--- src/hdl/otsu_ram.sv ---
// ----------------------------------------------------------------------------
// otsu_ram
// Simple dual-port RAM: one write port, one read port, registered read data.
// ----------------------------------------------------------------------------
module otsu_ram #(
	parameter int WIDTH = 16,
	parameter int DEPTH = 256
) (
	input  logic                     clk,
	input  logic                     we,
	input  logic [$clog2(DEPTH)-1:0] waddr,
	input  logic [WIDTH-1:0]         wdata,
	input  logic [$clog2(DEPTH)-1:0] raddr,
	output logic [WIDTH-1:0]         rdata
);

	logic [WIDTH-1:0] mem_q [DEPTH];
	logic [WIDTH-1:0] rdata_q;

	// read returns the old word on a same-address write
	always_ff @(posedge clk) begin
		if (we) begin
			mem_q[waddr] <= wdata;
		end
		rdata_q <= mem_q[raddr];
	end

	assign rdata = rdata_q;

endmodule

--- config.mk ---
export PLATFORM = sky130hd
export DESIGN_NAME = otsu_ram
export DESIGN_NICKNAME = d
export VERILOG_FILES = /design/src/hdl/otsu_ram.sv
export SDC_FILE = /design/constraint.sdc
export NUM_CORES = 2
export LEC_CHECK = 0
export BUFFER_PORTS_ARGS = -buffer_cell sky130_fd_sc_hd__buf_2
export CAP_MARGIN = 20
export CORE_MARGIN = 2
export CORE_UTILIZATION = 56
export DETAILED_ROUTE_END_ITERATION = 10
export PLACE_DENSITY = 0.72
export SLEW_MARGIN = 10
export SYNTH_ARGS = -nofsm -noshare
export SYNTH_HDL_FRONTEND = slang
export SYNTH_SLANG_ARGS = --single-unit
--- constraint.sdc ---
create_clock -name clk -period 4.9 [get_ports clk]
set_input_delay 0.245 -clock clk [delete_from_list [all_inputs] [get_ports clk]]
set_output_delay 0.245 -clock clk [all_outputs]
set_load 0.01 [all_outputs]
==> metrics.md <==
| Metric | Value |
|---|---|
| Placed cell area | `165500 um2` |
| Global-route wire length before repair | `584800 um` |
| Clock Sinks | `4112` |
| Largest family of logic cells by synthesized area | `multiplexers` |
| Initial antenna violation count | `26` |
| Run status | `complete, no violations` |
| Dpl ws | `0.8565 ns` |
| Share of cells above drive strength 1 | `0.2535` |
| Drt first pass iters | `6` |
| Post-Synthesis Cells | `7360` |
| Pwr dens | `409.7 nW/um2` |
| Slew headroom | `0.1453` |
| GRT Total Usage | `0.2862` |
| Clk root buf | `clkbuf_16` |
| # fillers | `18370` |
| Final setup margin | `1.661 ns` |
| Fmax | `0.3087 GHz` |
| Post-CTS resize count | `0` |
| Worst Skew | `0.04949 ns` |
| CTS H-Tree Depth | `5` |
| Mux contribution to synthesized area | `0.1550` |
| Worst-Margin Slew | `1.282 ns` |
| Sequential cell area fraction in the yosys report | `0.7770` |
| GPL Wtd Cong | `0.9202` |
| Die width | `536.4 um` |
| TritonCTS Buffers | `406` |
| Synthesized flop and latch total | `4112` |
| Setup_tns | `0 ns` |
| CTS tree | `done` |
| Routed Antenna Nets | `0` |
| Synth unique cells | `52` |
| Synth Area in XOR/XNOR | `0` |
| Dpl hpwl | `240900 um` |
| Vias in the first global route | `78560` |
| Final instance area | `179000 um2` |
| Die area | `287700 um2` |
| Post-Synth Simple-Gate Area | `0.01574` |
| FP Rows | `195` |
| Hold Path Class | `in2reg` |
| Clk slew on worst S/H paths | `0.06 ns` |
| Vias | `80560` |
| Final min period | `3.239 ns` |
| Max-slew violations | `0` |
| DRC | `0` |
| WL final | `412500 um` |
| Die H | `536.4 um` |
| Detailed Route Iter0 Violations | `13070` |
| Top FF cell, synth | `edfxtp_1` |
| Worst-path maximum fanout | `1` |
| RSZ-0062 raised after global routing | `false` |
| Leak | `56.99 nW` |
| Max Cap Viol | `0` |
| Kind of critical path | `reg2reg` |
| Post-CTS Setup Bufs | `0` |
| Initial core utilization | `0.5627` |
| Routed len/inst | `34.51 um` |
| YS warnings | `0` |
| Multi-input gate area | `32940 um2` |
| Port Buffers | `49` |
| Register area | `123300 um2` |
| Nets | `7895` |
| Mapped Avg Cell Area | `21.56 um2` |
| CP Data Required Time | `5.67 ns` |
| Worst skew pair latency | `0.95 ns` |
| Final Hold Violating Endpoints | `0` |
| Deepest clock path buffer count | `4` |
| I/O pins | `50` |
| Total overflow reported by the global router | `0` |
| Hold Buf Count CTS | `16` |
| Area fraction in compound gates after synthesis | `0.03537` |
| Area share of fa/ha/maj cells after synthesis | `0` |
| Post-synth EDFFs | `4096` |
| Vias/cell | `6.739` |
| Cell Area, Synth | `158700 um2` |
| Tcrit/Tclk final | `0.6611` |
| Endpoint class of the critical path | `register` |
| Ys async rst share | `0` |
| Largest net degree at the start of global routing | `182` |
| Layout area overhead | `12.81%` |
| Critical Path AT | `4.01 ns` |
| Final setup viols | `0` |
| IR drop worst, VDD | `336.5 uV` |
| Syn nets | `7394` |
| Core region area | `282000 um2` |
| Startpoint Class | `register` |
## cell families (layout without fill, tap and decap cells)
kind of cell	after synthesis	in the layout
flops	4112	4112
mux	1450	1450
compound gates	786	786
simple gates	556	556
buf+inv	456	1293
other cells	0	14
## power by group
group | internal (mW) | leakage, nW | switching [mW] | total (mW)
Clock | 17.6 | 6.41 | 13.2 | 30.9
Sequential | 38.8 | 36.9 | 0.0790 | 38.9
Combinational | 1.22 | 13.6 | 2.39 | 3.61
Total | 57.6 | 57.0 | 15.7 | 73.4
## layout by cell type (no fill, tap or decap), types with 90 or more instances in the layout
master        n
mux2i_1     565
clkbuf_16   410
a21oi_1     175
buf_4       426
nor2_1      246
o221ai_1    252
o22ai_1     148
mux4_2      797
edfxtp_1   4096
nor3_1       90
## final timing paths
kind,start,endpoint,slack (ns),depth (start not counted)
max reg2reg,mem_q[139][14]$_DFFE_PP_,rdata[14]$_DFF_P_,1.66,6
min reg2reg,mem_q[120][8]$_DFFE_PP_,rdata[8]$_DFF_P_,1.10,6
max,mem_q[139][14]$_DFFE_PP_,rdata[14]$_DFF_P_,1.66,6
min,raddr[7],rdata[4]$_DFF_P_,0.1,4
## cells in the mapped netlist, drive strengths merged (3+ instances only)
cell        n  share of area
dfxtp      16         0.0020
o31ai      16        0.00076
mux4      797           0.11
and3       11        0.00043
nor2b       9        0.00035
mux2       88         0.0062
mux2i     565          0.036
a211oi     18        0.00085
nand2      38        0.00090
o22ai     148         0.0058
edfxtp   4096           0.77
nand2b      3        0.00012
nand4      26         0.0010
a22o       32         0.0018
a221oi     28         0.0015
or2         5        0.00020
nand4b      3        0.00017
a22oi      43         0.0020
a2111oi     6        0.00033
o221ai    253          0.014
clkbuf    230         0.0054
nand3      35         0.0011
o21ai      38         0.0012
o32ai      21         0.0012
a31oi       6        0.00024
nor2      304         0.0072
nor3       92         0.0029
a21oi     175         0.0055
nor4       18        0.00075
inv         4       0.000095
buf       222          0.011
## cell type report
cell class / instances / area share
inverter: 4 / 0.0001537
multi-input combinational: 2792 / 0.1840
sequential: 4112 / 0.6888
tap: 3743 / 0.02616
clock inverter: 255 / 0.01480
antenna: 14 / 0.0001957
timing repair buffer: 545 / 0.02684
clock buffer: 489 / 0.05913
## worst max-delay path, cell delays in order, from the launching register on
cell and delay [ns]:
edfxtp_1 0.37, mux4_2 0.49, mux2_2 0.31, a221oi_1 0.91
o31ai_1 0.30, o32ai_1 0.55, nor4_1 0.15
## sequential cells by signal, indices dropped and copies added, names as in the netlist
signal  flops
mem_q    4096
rdata      16
## stage by stage
stage / util / hold WS [ns] / std cells / power [mW]
after floorplan: - / 0.3439 / 7360 / 41.47
after global placement: 0.5867 / 0.6576 / 11170 / 43.07
after detailed placement: 0.5867 / 0.6660 / 11170 / 43.16
after CTS: 0.6342 / 0.03653 / 11930 / 73.54
after global routing: 0.6347 / 0.09424 / 11950 / 75.05
final: 0.6348 / 0.09859 / 11950 / 73.36
## per-layer routing
metal / vias to the layer above / wire length, um / GRT usage
li1: 32300 / - / -
met1: 42020 / 152800 / 0.4078
met2: 5402 / 191800 / 0.4332
met3: 836 / 47570 / 0.06152
met4: 10 / 20340 / 0.1253
met5: - / 56 / 0
Power figures use the tool's default switching activity.
